<file path="src/design/dtti_pkg.sv">
`default_nettype none

package dtti_pkg;

  localparam int unsigned OffsetWidth = 16;
  localparam logic [OffsetWidth-1:0] OffsetMax = {OffsetWidth{1'b1}};

  localparam logic [1:0] PhIdle   = 2'd0;
  localparam logic [1:0] PhLead   = 2'd1;
  localparam logic [1:0] PhDigits = 2'd2;

  localparam logic [1:0] StOk        = 2'd0;
  localparam logic [1:0] StRange     = 2'd1;
  localparam logic [1:0] StMalformed = 2'd2;

  localparam logic [1:0] ModeS32      = 2'd0;
  localparam logic [1:0] ModeU32      = 2'd1;
  localparam logic [1:0] ModeS64      = 2'd2;
  localparam logic [1:0] ModeS64Alias = 2'd3;

  localparam logic [7:0] CharZero  = 8'h30;
  localparam logic [7:0] CharNine  = 8'h39;
  localparam logic [7:0] CharMinus = 8'h2D;

  localparam logic [63:0] Int32Max  = 64'h0000_0000_7FFF_FFFF;
  localparam logic [63:0] Int32Min  = 64'h0000_0000_8000_0000;
  localparam logic [63:0] Uint32Max = 64'h0000_0000_FFFF_FFFF;
  localparam logic [63:0] Int64Max  = 64'h7FFF_FFFF_FFFF_FFFF;
  localparam logic [63:0] Int64Min  = 64'h8000_0000_0000_0000;

endpackage

`default_nettype wire

</file>
<file path="src/design/decimal_text_to_integer.sv">
// Decimal text to integer converter.
// Characters of a string arrive on the input request channel (in_valid_i,
// in_ready_o, ch_i, first_i), one per cycle if ready; first_i marks the first
// character of a new string. Leading whitespace and one minus sign are taken,
// then decimal digits. The first character after the digits ends the number
// and yields one result request (out_valid_o, out_ready_i, value_o, status_o,
// end_offset_o). A string without digits, or with whitespace or a second
// sign after the minus sign, yields a malformed result.
// result_mode_i is written while result_mode_we_i is high and selects signed
// 32-bit, unsigned 32-bit or signed 64-bit conversion (code three acts as
// signed 64-bit). It should only change while no string is being parsed.
// A result request is registered: its ending character waits in the input
// register, and the result register loads as that character advances. The
// block takes one character per cycle while the result is not stalled; the
// digit step (a shift-add by ten and a compare against the range limit) sits
// between the input register and the parser state. When the receiver stalls,
// the result register holds its request and the input register fills;
// in_ready_o then drops until the result is taken. Reset clears the parser to
// idle, the mode to signed 32-bit and both registers to empty.
`default_nettype none

module decimal_text_to_integer (
  input  wire logic                             clk_i,
  input  wire logic                             rst_ni,
  input  wire logic                             result_mode_we_i,
  input  wire logic [1:0]                       result_mode_i,
  input  wire logic                             in_valid_i,
  output logic                                  in_ready_o,
  input  wire logic [7:0]                       ch_i,
  input  wire logic                             first_i,
  output logic                                  out_valid_o,
  input  wire logic                             out_ready_i,
  output logic [63:0]                           value_o,
  output logic [1:0]                            status_o,
  output logic [dtti_pkg::OffsetWidth-1:0]      end_offset_o
);

  logic [1:0]                        mode_q;
  logic                              in_valid_q;
  logic [7:0]                        ch_q;
  logic                              first_q;
  logic [1:0]                        phase_q, phase_d;
  logic                              neg_q, neg_d;
  logic [63:0]                       mag_q, mag_d;
  logic [dtti_pkg::OffsetWidth-1:0]  cons_q, cons_d;
  logic                              ovf_q, ovf_d;
  logic                              out_valid_q;
  logic [63:0]                       value_q, value_d;
  logic [1:0]                        status_q, status_d;
  logic [dtti_pkg::OffsetWidth-1:0]  offset_q, offset_d;
  logic                              emit;
  logic                              advance;

  logic [1:0]                        ph;
  logic                              neg;
  logic [63:0]                       mag;
  logic [dtti_pkg::OffsetWidth-1:0]  cons;
  logic [dtti_pkg::OffsetWidth-1:0]  cons_inc;
  logic                              ovf;
  logic                              is_digit;
  logic                              is_space;
  logic [63:0]                       cap;
  logic [67:0]                       prod;
  logic                              prod_big;
  logic [63:0]                       neg_mag;
  logic [63:0]                       final_value;

  assign advance    = in_valid_q && (!out_valid_q || out_ready_i);
  assign in_ready_o = !in_valid_q || advance;

  always_comb begin
    ph   = first_q ? dtti_pkg::PhLead : phase_q;
    neg  = first_q ? 1'b0 : neg_q;
    mag  = first_q ? 64'd0 : mag_q;
    cons = first_q ? '0 : cons_q;
    ovf  = first_q ? 1'b0 : ovf_q;

    is_digit = (ch_q >= dtti_pkg::CharZero) && (ch_q <= dtti_pkg::CharNine);
    is_space = (ch_q inside {8'h20, [8'h09:8'h0D]});
    cons_inc = (cons == dtti_pkg::OffsetMax) ? cons : cons + 1'b1;

    case (mode_q)
      dtti_pkg::ModeS32: cap = neg ? dtti_pkg::Int32Min : dtti_pkg::Int32Max;
      dtti_pkg::ModeU32: cap = dtti_pkg::Uint32Max;
      default:           cap = neg ? dtti_pkg::Int64Min : dtti_pkg::Int64Max;
    endcase

    prod     = ({4'd0, mag} << 3) + ({4'd0, mag} << 1) + {64'd0, ch_q[3:0]};
    prod_big = prod > {4'd0, cap};
    neg_mag  = 64'd0 - mag;

    case (mode_q)
      dtti_pkg::ModeS32: begin
        final_value = ovf ? cap : (neg ? {32'd0, neg_mag[31:0]} : mag);
      end
      dtti_pkg::ModeU32: begin
        if (ovf) begin
          final_value = neg ? 64'd1 : dtti_pkg::Uint32Max;
        end else begin
          final_value = neg ? {32'd0, neg_mag[31:0]} : mag;
        end
      end
      default: begin
        final_value = ovf ? cap : (neg ? neg_mag : mag);
      end
    endcase
  end

  always_comb begin
    phase_d  = phase_q;
    neg_d    = neg_q;
    mag_d    = mag_q;
    cons_d   = cons_q;
    ovf_d    = ovf_q;
    emit     = 1'b0;
    value_d  = final_value;
    status_d = ovf ? dtti_pkg::StRange : dtti_pkg::StOk;
    offset_d = cons;

    if (advance) begin
      phase_d = ph;
      neg_d   = neg;
      mag_d   = mag;
      cons_d  = cons;
      ovf_d   = ovf;
      case (ph)
        dtti_pkg::PhLead: begin
          if (is_digit) begin
            phase_d = dtti_pkg::PhDigits;
            cons_d  = cons_inc;
            if (!ovf) begin
              if (prod_big) begin
                ovf_d = 1'b1;
              end else begin
                mag_d = prod[63:0];
              end
            end
          end else if (!neg && is_space) begin
            cons_d = cons_inc;
          end else if (!neg && (ch_q == dtti_pkg::CharMinus)) begin
            neg_d  = 1'b1;
            cons_d = cons_inc;
          end else begin
            phase_d  = dtti_pkg::PhIdle;
            emit     = 1'b1;
            value_d  = 64'd0;
            status_d = dtti_pkg::StMalformed;
            offset_d = '0;
          end
        end
        dtti_pkg::PhDigits: begin
          if (is_digit) begin
            cons_d = cons_inc;
            if (!ovf) begin
              if (prod_big) begin
                ovf_d = 1'b1;
              end else begin
                mag_d = prod[63:0];
              end
            end
          end else begin
            phase_d = dtti_pkg::PhIdle;
            emit    = 1'b1;
          end
        end
        default: begin
          phase_d = dtti_pkg::PhIdle;
        end
      endcase
    end
  end

  always_ff @(posedge clk_i or negedge rst_ni) begin
    if (!rst_ni) begin
      mode_q      <= dtti_pkg::ModeS32;
      in_valid_q  <= 1'b0;
      phase_q     <= dtti_pkg::PhIdle;
      neg_q       <= 1'b0;
      mag_q       <= 64'd0;
      cons_q      <= '0;
      ovf_q       <= 1'b0;
      out_valid_q <= 1'b0;
    end else begin
      if (result_mode_we_i) begin
        mode_q <= result_mode_i;
      end
      if (in_ready_o) begin
        in_valid_q <= in_valid_i;
      end
      phase_q <= phase_d;
      neg_q   <= neg_d;
      mag_q   <= mag_d;
      cons_q  <= cons_d;
      ovf_q   <= ovf_d;
      if (emit) begin
        out_valid_q <= 1'b1;
      end else if (out_ready_i) begin
        out_valid_q <= 1'b0;
      end
    end
  end

  always_ff @(posedge clk_i) begin
    if (in_ready_o && in_valid_i) begin
      ch_q    <= ch_i;
      first_q <= first_i;
    end
    if (emit) begin
      value_q  <= value_d;
      status_q <= status_d;
      offset_q <= offset_d;
    end
  end

  assign out_valid_o  = out_valid_q;
  assign value_o      = value_q;
  assign status_o     = status_q;
  assign end_offset_o = offset_q;

  // A malformed string reports neither a value nor an offset.
  assert property (@(posedge clk_i) disable iff (!rst_ni)
    (out_valid_o && (status_o == dtti_pkg::StMalformed))
      |-> ((value_o == 64'd0) && (end_offset_o == '0)))
    else $error("malformed result carries a value or offset");

  // Each new result closes its string, so the parser is idle.
  assert property (@(posedge clk_i) disable iff (!rst_ni)
    $rose(out_valid_o) |-> (phase_q == dtti_pkg::PhIdle))
    else $error("result issued while the parser is still active");

  // Overflow is only raised by a digit, never before the first one.
  assert property (@(posedge clk_i) disable iff (!rst_ni)
    ovf_q |-> (phase_q != dtti_pkg::PhLead))
    else $error("overflow flag set before any digit");

  // A stalled result is never overwritten by the next one.
  assert property (@(posedge clk_i) disable iff (!rst_ni)
    (out_valid_q && !out_ready_i) |-> !emit)
    else $error("result register overwritten while stalled");

endmodule

`default_nettype wire

</file>
<file path="config.mk">
export PLATFORM = sky130hd
export DESIGN_NAME = decimal_text_to_integer
export DESIGN_NICKNAME = d
export VERILOG_FILES = /design/src/design/dtti_pkg.sv /design/src/design/decimal_text_to_integer.sv
export SDC_FILE = /design/constraint.sdc
export NUM_CORES = 1
export LEC_CHECK = 0
export CORE_MARGIN = 2
export CORE_UTILIZATION = 43
export CTS_BUF_LIST = sky130_fd_sc_hd__clkbuf_2 sky130_fd_sc_hd__clkbuf_4 sky130_fd_sc_hd__clkbuf_8
export CTS_CLUSTER_SIZE = 20
export DETAILED_ROUTE_END_ITERATION = 6
export DONT_BUFFER_PORTS = 1
export GPL_TIMING_DRIVEN = 0
export PLACE_DENSITY = 0.62
export SLEW_MARGIN = 15
export SYNTH_ARGS = -nofsm -noshare
export SYNTH_HDL_FRONTEND = slang
export SYNTH_SLANG_ARGS = --single-unit
</file>
<file path="constraint.sdc">
create_clock -name clk_i -period 7.6 [get_ports clk_i]
set_input_delay 1.52 -clock clk_i [delete_from_list [all_inputs] [get_ports clk_i]]
set_output_delay 1.52 -clock clk_i [all_outputs]
set_load 0.05 [all_outputs]
</file>
==> results.env <==
OUTCOME='completed'
PLACE_INST=2525
YS_SEQ_ELEMENTS=179
GRT_PASS1_VIAS=15250
ROUTED-WL-MET2_MICRONS=25810
SYNTH.TOP_CELLS.BY_AREA='sky130_fd_sc_hd__edfxtp_1 (16%), sky130_fd_sc_hd__ha_1 (14%), sky130_fd_sc_hd__dfrtp_1 (13%)'
MET3_WIRELENGTH_MICRONS=4286
ROUTE.ANTENNA.REMAINING_NETS=0
WORST_SETUP_PATH_START_KIND='register'
FLOORPLAN.INITIALDENSITY=0.4335
GRT_ANTENNA_BEFORE_REPAIR=0
SYNTH.CELL_AREA_SQ_MM=0.01715
PLACE_WS_NS=-4.595
ROUTED_WIRE_LENGTH_PER_INSTANCE_MICRONS=22.77
WORSTPATHREQUIRED_NS=8.01
POSTLAYOUTCELLAREA_SQ_MM=0.01902
CP_SLOWEST_STAGE_DELAY_NS=0.50
DRT-TOTAL-WL_MICRONS=58390
HOLD_WS_NS=0.5037
DIEWIDTH_MICRONS=203.7
CRIT_SLOWEST_CELL='sky130_fd_sc_hd__edfxtp_1'
FINALCLOCKSKEW_NS=0.01823
MAX_FREQ_GHz=0.1351
DESIGN.PORTCOUNT=100
ASYNCSETRESETFLOPFRACSYNTH=0.4916
DETAILED_PLACE_HPWL_MICRONS=45520
N_FILL_CELL=3747
HOLD_VIOL_FINAL=0
SYNTH_SEQUENTIAL_AREA_RATIO=0.2878
ARRIVAL_NS=7.82
YOSYSUNIQUECELLTYPES=83
FLOW.AREA_GROWTH_FROM_SYNTHESIS_PCT=10.91
WORSTMARGINPINSLEW_NS=0.9236
SYNTH_TOP_FLOP_CELL='sky130_fd_sc_hd__edfxtp_1'
SHARE_OF_POST_ROUTE_CELLS_WITH_DRIVE_STRENGTH_ABOVE_1=0.1231
CTS.REPORTEDPATHS.CLKPINSLEW_NS=0.11
DESIGN.FINAL.NETS=2239
CTS_SINKS=179
AVGSYNTHCELLAREA_SQ_UM=8.581
CRITPATHKIND='reg -> reg'
HOLD_CLASS='reg -> reg'
DIODES=0
NUMBER_OF_VIOLATIONS_OF_THE_MAX_CAPACITANCE_LIMIT=0
SYNTH_ENABLE_FLOP_CELLS=91
PERIOD_SHARE=0.9742
GRT_PASS1_WL_MICRONS=90340
DETAIL_ROUTE.WIRELENGTH.MET1_MICRONS=26330
SYNTH_FP_NETS=2211
SYNTH_LARGEST_TYPE_AREA_FRACTION=0.1594
P_PER_AREA_mW_PER_MM2=108.8
CLOCK-ROOT-BUFFER='sky130_fd_sc_hd__clkbuf_8'
LAYOUT_MIN_CYCLE_TIME_NS=7.404
FINAL-SETUP-VIOL-COUNT=0
POSTSYNTHCELLCOUNT=1998
REMAINING_DRC_ERRORS=0
CORE_AREA_SQ_MM=0.03955
POWER_mW=2.069
PLACE.PORT_BUFFERS=0
POSTPLACECELLAREA_SQ_MM=0.01787
GLOBAL_ROUTE.OVERFLOW_TOTAL=0
GRT_START_MAX_NET_PINS=89
CLOCKBUFFERDEPTH=2
SYNTHESIS.YOSYS.WARNINGS=0
MAX-VDD-IR-DROP_mV=0.1107
LAYOUTNONFILLERINSTCOUNT=2564
DRT_ITER0_DRC=1490
FINAL_REPORT_MAX_SLEW_VIOLATION_COUNT=0
PLACE_CONGESTION=0.9599
GRT_USAGE=0.2833
MAXSLEWHEADROOM=0.3816
DRT-VIAS-PER-INSTANCE=6.192
POST-SYNTH-TOP-AREA-CELL='sky130_fd_sc_hd__edfxtp_1'
ROWS=73
TIMING.CRITICAL_PATH.MODE_CELL='sky130_fd_sc_hd__ha_1'
CLOCK_LATENCY_NS=0.53
NUM_VIAS=15880
ROUTE.TOP_LAYER_USED='met4'
DIE_AREA_SQ_MM=0.04149
CRITPATHCAPTURETYPE='register'
CTS_BUFFERS=17
DRTPASS1ITERATIONS=6
TRITONCTS_CLOCK_TREE='built'
CELL_LEAKAGE_POWER_nW=8.492
SETUP_WS_POST_LAYOUT_NS=0.1957
CLOCK_TREE.HTREE_LEVEL_COUNT=4
LARGEST_FANOUT_ON_THE_CRITICAL_PATH=19
DIE_H_MICRONS=203.7
synthesized netlist by cell type (13+ instances only):
master	n
sky130_fd_sc_hd__a211oi_1	14
sky130_fd_sc_hd__a21o_1	38
sky130_fd_sc_hd__a21oi_1	211
sky130_fd_sc_hd__a31oi_1	24
sky130_fd_sc_hd__and2_1	78
sky130_fd_sc_hd__and3_1	17
sky130_fd_sc_hd__clkbuf_1	87
sky130_fd_sc_hd__dfrtp_1	88
sky130_fd_sc_hd__edfxtp_1	91
sky130_fd_sc_hd__ha_1	196
sky130_fd_sc_hd__inv_1	48
sky130_fd_sc_hd__mux2_4	55
sky130_fd_sc_hd__mux2i_1	24
sky130_fd_sc_hd__nand2_1	167
sky130_fd_sc_hd__nand2b_1	21
sky130_fd_sc_hd__nand3_1	41
sky130_fd_sc_hd__nand4_1	34
sky130_fd_sc_hd__nor2_1	184
sky130_fd_sc_hd__nor2b_1	92
sky130_fd_sc_hd__nor3_1	35
sky130_fd_sc_hd__nor3b_1	20
sky130_fd_sc_hd__nor4_1	23
sky130_fd_sc_hd__o21ai_0	107
sky130_fd_sc_hd__o21bai_1	14
sky130_fd_sc_hd__o22a_1	26
sky130_fd_sc_hd__o22ai_1	13
sky130_fd_sc_hd__o31ai_1	16
sky130_fd_sc_hd__or3_1	14
sky130_fd_sc_hd__xnor2_1	44
sky130_fd_sc_hd__xor2_1	27
state kept, by name (all words and copies together) (netlist names):
signal / cells
mag_q: 64
value_o: 64
cons_q: 16
end_offset_o: 16
ch_q: 8
mode_q: 2
phase_q: 2
status_o: 2
first_q: 1
in_valid_q: 1
neg_q: 1
out_valid_o: 1
ovf_q: 1
stage by stage:
stage / TNS (ns) / util
global placement: -324.98 / 0.4501
detailed placement: -295.00 / 0.4519
floorplan: 0 / -
CTS: 0 / 0.4766
finish: 0 / 0.4808
global route: -0.004341 / 0.4808
area by class of cell:
class                      count  area (sq um)  share of cell area
tap                          525         656.9             0.03454
buffer                        85         470.5             0.02474
clock inverter                15         192.7             0.01013
multi-input combinational   1666         12070              0.6348
inverter                      49         190.2             0.01000
sequential                   179          4935              0.2595
clock buffer                  17         234.0             0.01230
timing repair buffer          28         266.5             0.01402
critical path, delay by kind of cell (launching register included):
family                     cells  cell delay [ns]
DFF                            1             0.50
AOI/OAI and AO/OA             15             3.37
adders and majority gates      3             0.81
muxes                          1             0.30
and+or+nand+nor                3             0.50
xor gates and xnor gates       1             0.17
buffers and inverters          9             1.64
power by group:
part	switching, mW	internal, mW
sequential	0.0747	1.04
clock	0.404	0.335
combinational	0.152	0.0582
cells by family (layout without fill, tap and decap cells):
family	Yosys count	in the layout	share of synthesized area
simple gates	763	763	0.2299
compound gates	547	547	0.1973
flops	179	179	0.2878
mux	88	88	0.06809
xor+xnor	71	71	0.03627
buf+inv	153	194	0.03641
fa+ha+maj	197	197	0.1442
layout by cell type, fill, tap and decap left out, types with 63 or more instances in the layout:
| cell type | count |
|---|---|
| sky130_fd_sc_hd__a21oi_1 | 199 |
| sky130_fd_sc_hd__and2_1 | 78 |
| sky130_fd_sc_hd__clkbuf_1 | 63 |
| sky130_fd_sc_hd__dfrtp_1 | 88 |
| sky130_fd_sc_hd__edfxtp_1 | 91 |
| sky130_fd_sc_hd__ha_1 | 187 |
| sky130_fd_sc_hd__nand2_1 | 163 |
| sky130_fd_sc_hd__nor2_1 | 181 |
| sky130_fd_sc_hd__nor2b_1 | 78 |
| sky130_fd_sc_hd__o21ai_0 | 95 |
metal layers:
layer | GRT usage | vias up
met5 | 0 | -
met4 | 0.1144 | 0
met3 | 0.04171 | 114
met2 | 0.4418 | 693
met1 | 0.3931 | 7671
li1 | - | 7399
path summary, 6_finish.rpt:
| check | start | slack (ns) | cells after the start | to |
|---|---|---|---|---|
| setup / recovery | first_q | 0.20 | 32 | mag_q[56] |
| hold / removal | phase_q[0] | 0.50 | 1 | phase_q[0] |
| setup reg to reg | first_q | 0.20 | 32 | mag_q[56] |
| hold reg to reg | phase_q[0] | 0.50 | 1 | phase_q[0] |
| max in group asynchronous | rst_ni | 6.75 | 0 | mag_q[56] |
| min in group asynchronous | rst_ni | 0.67 | 0 | out_valid_o |
what timing repair did:
| action | 4_1_cts | 5_1_grt |
|---|---|---|
| resized for setup | 107 | 49 |
| endpoints found under the hold margin | 0 | 0 |
| buffers inserted | 22 | 4 |
| pin swaps | 23 | 15 |
| hold buffers | 0 | 0 |
| endpoints found under the setup margin | 65 | 64 |
(Power assumes the default switching activity.)
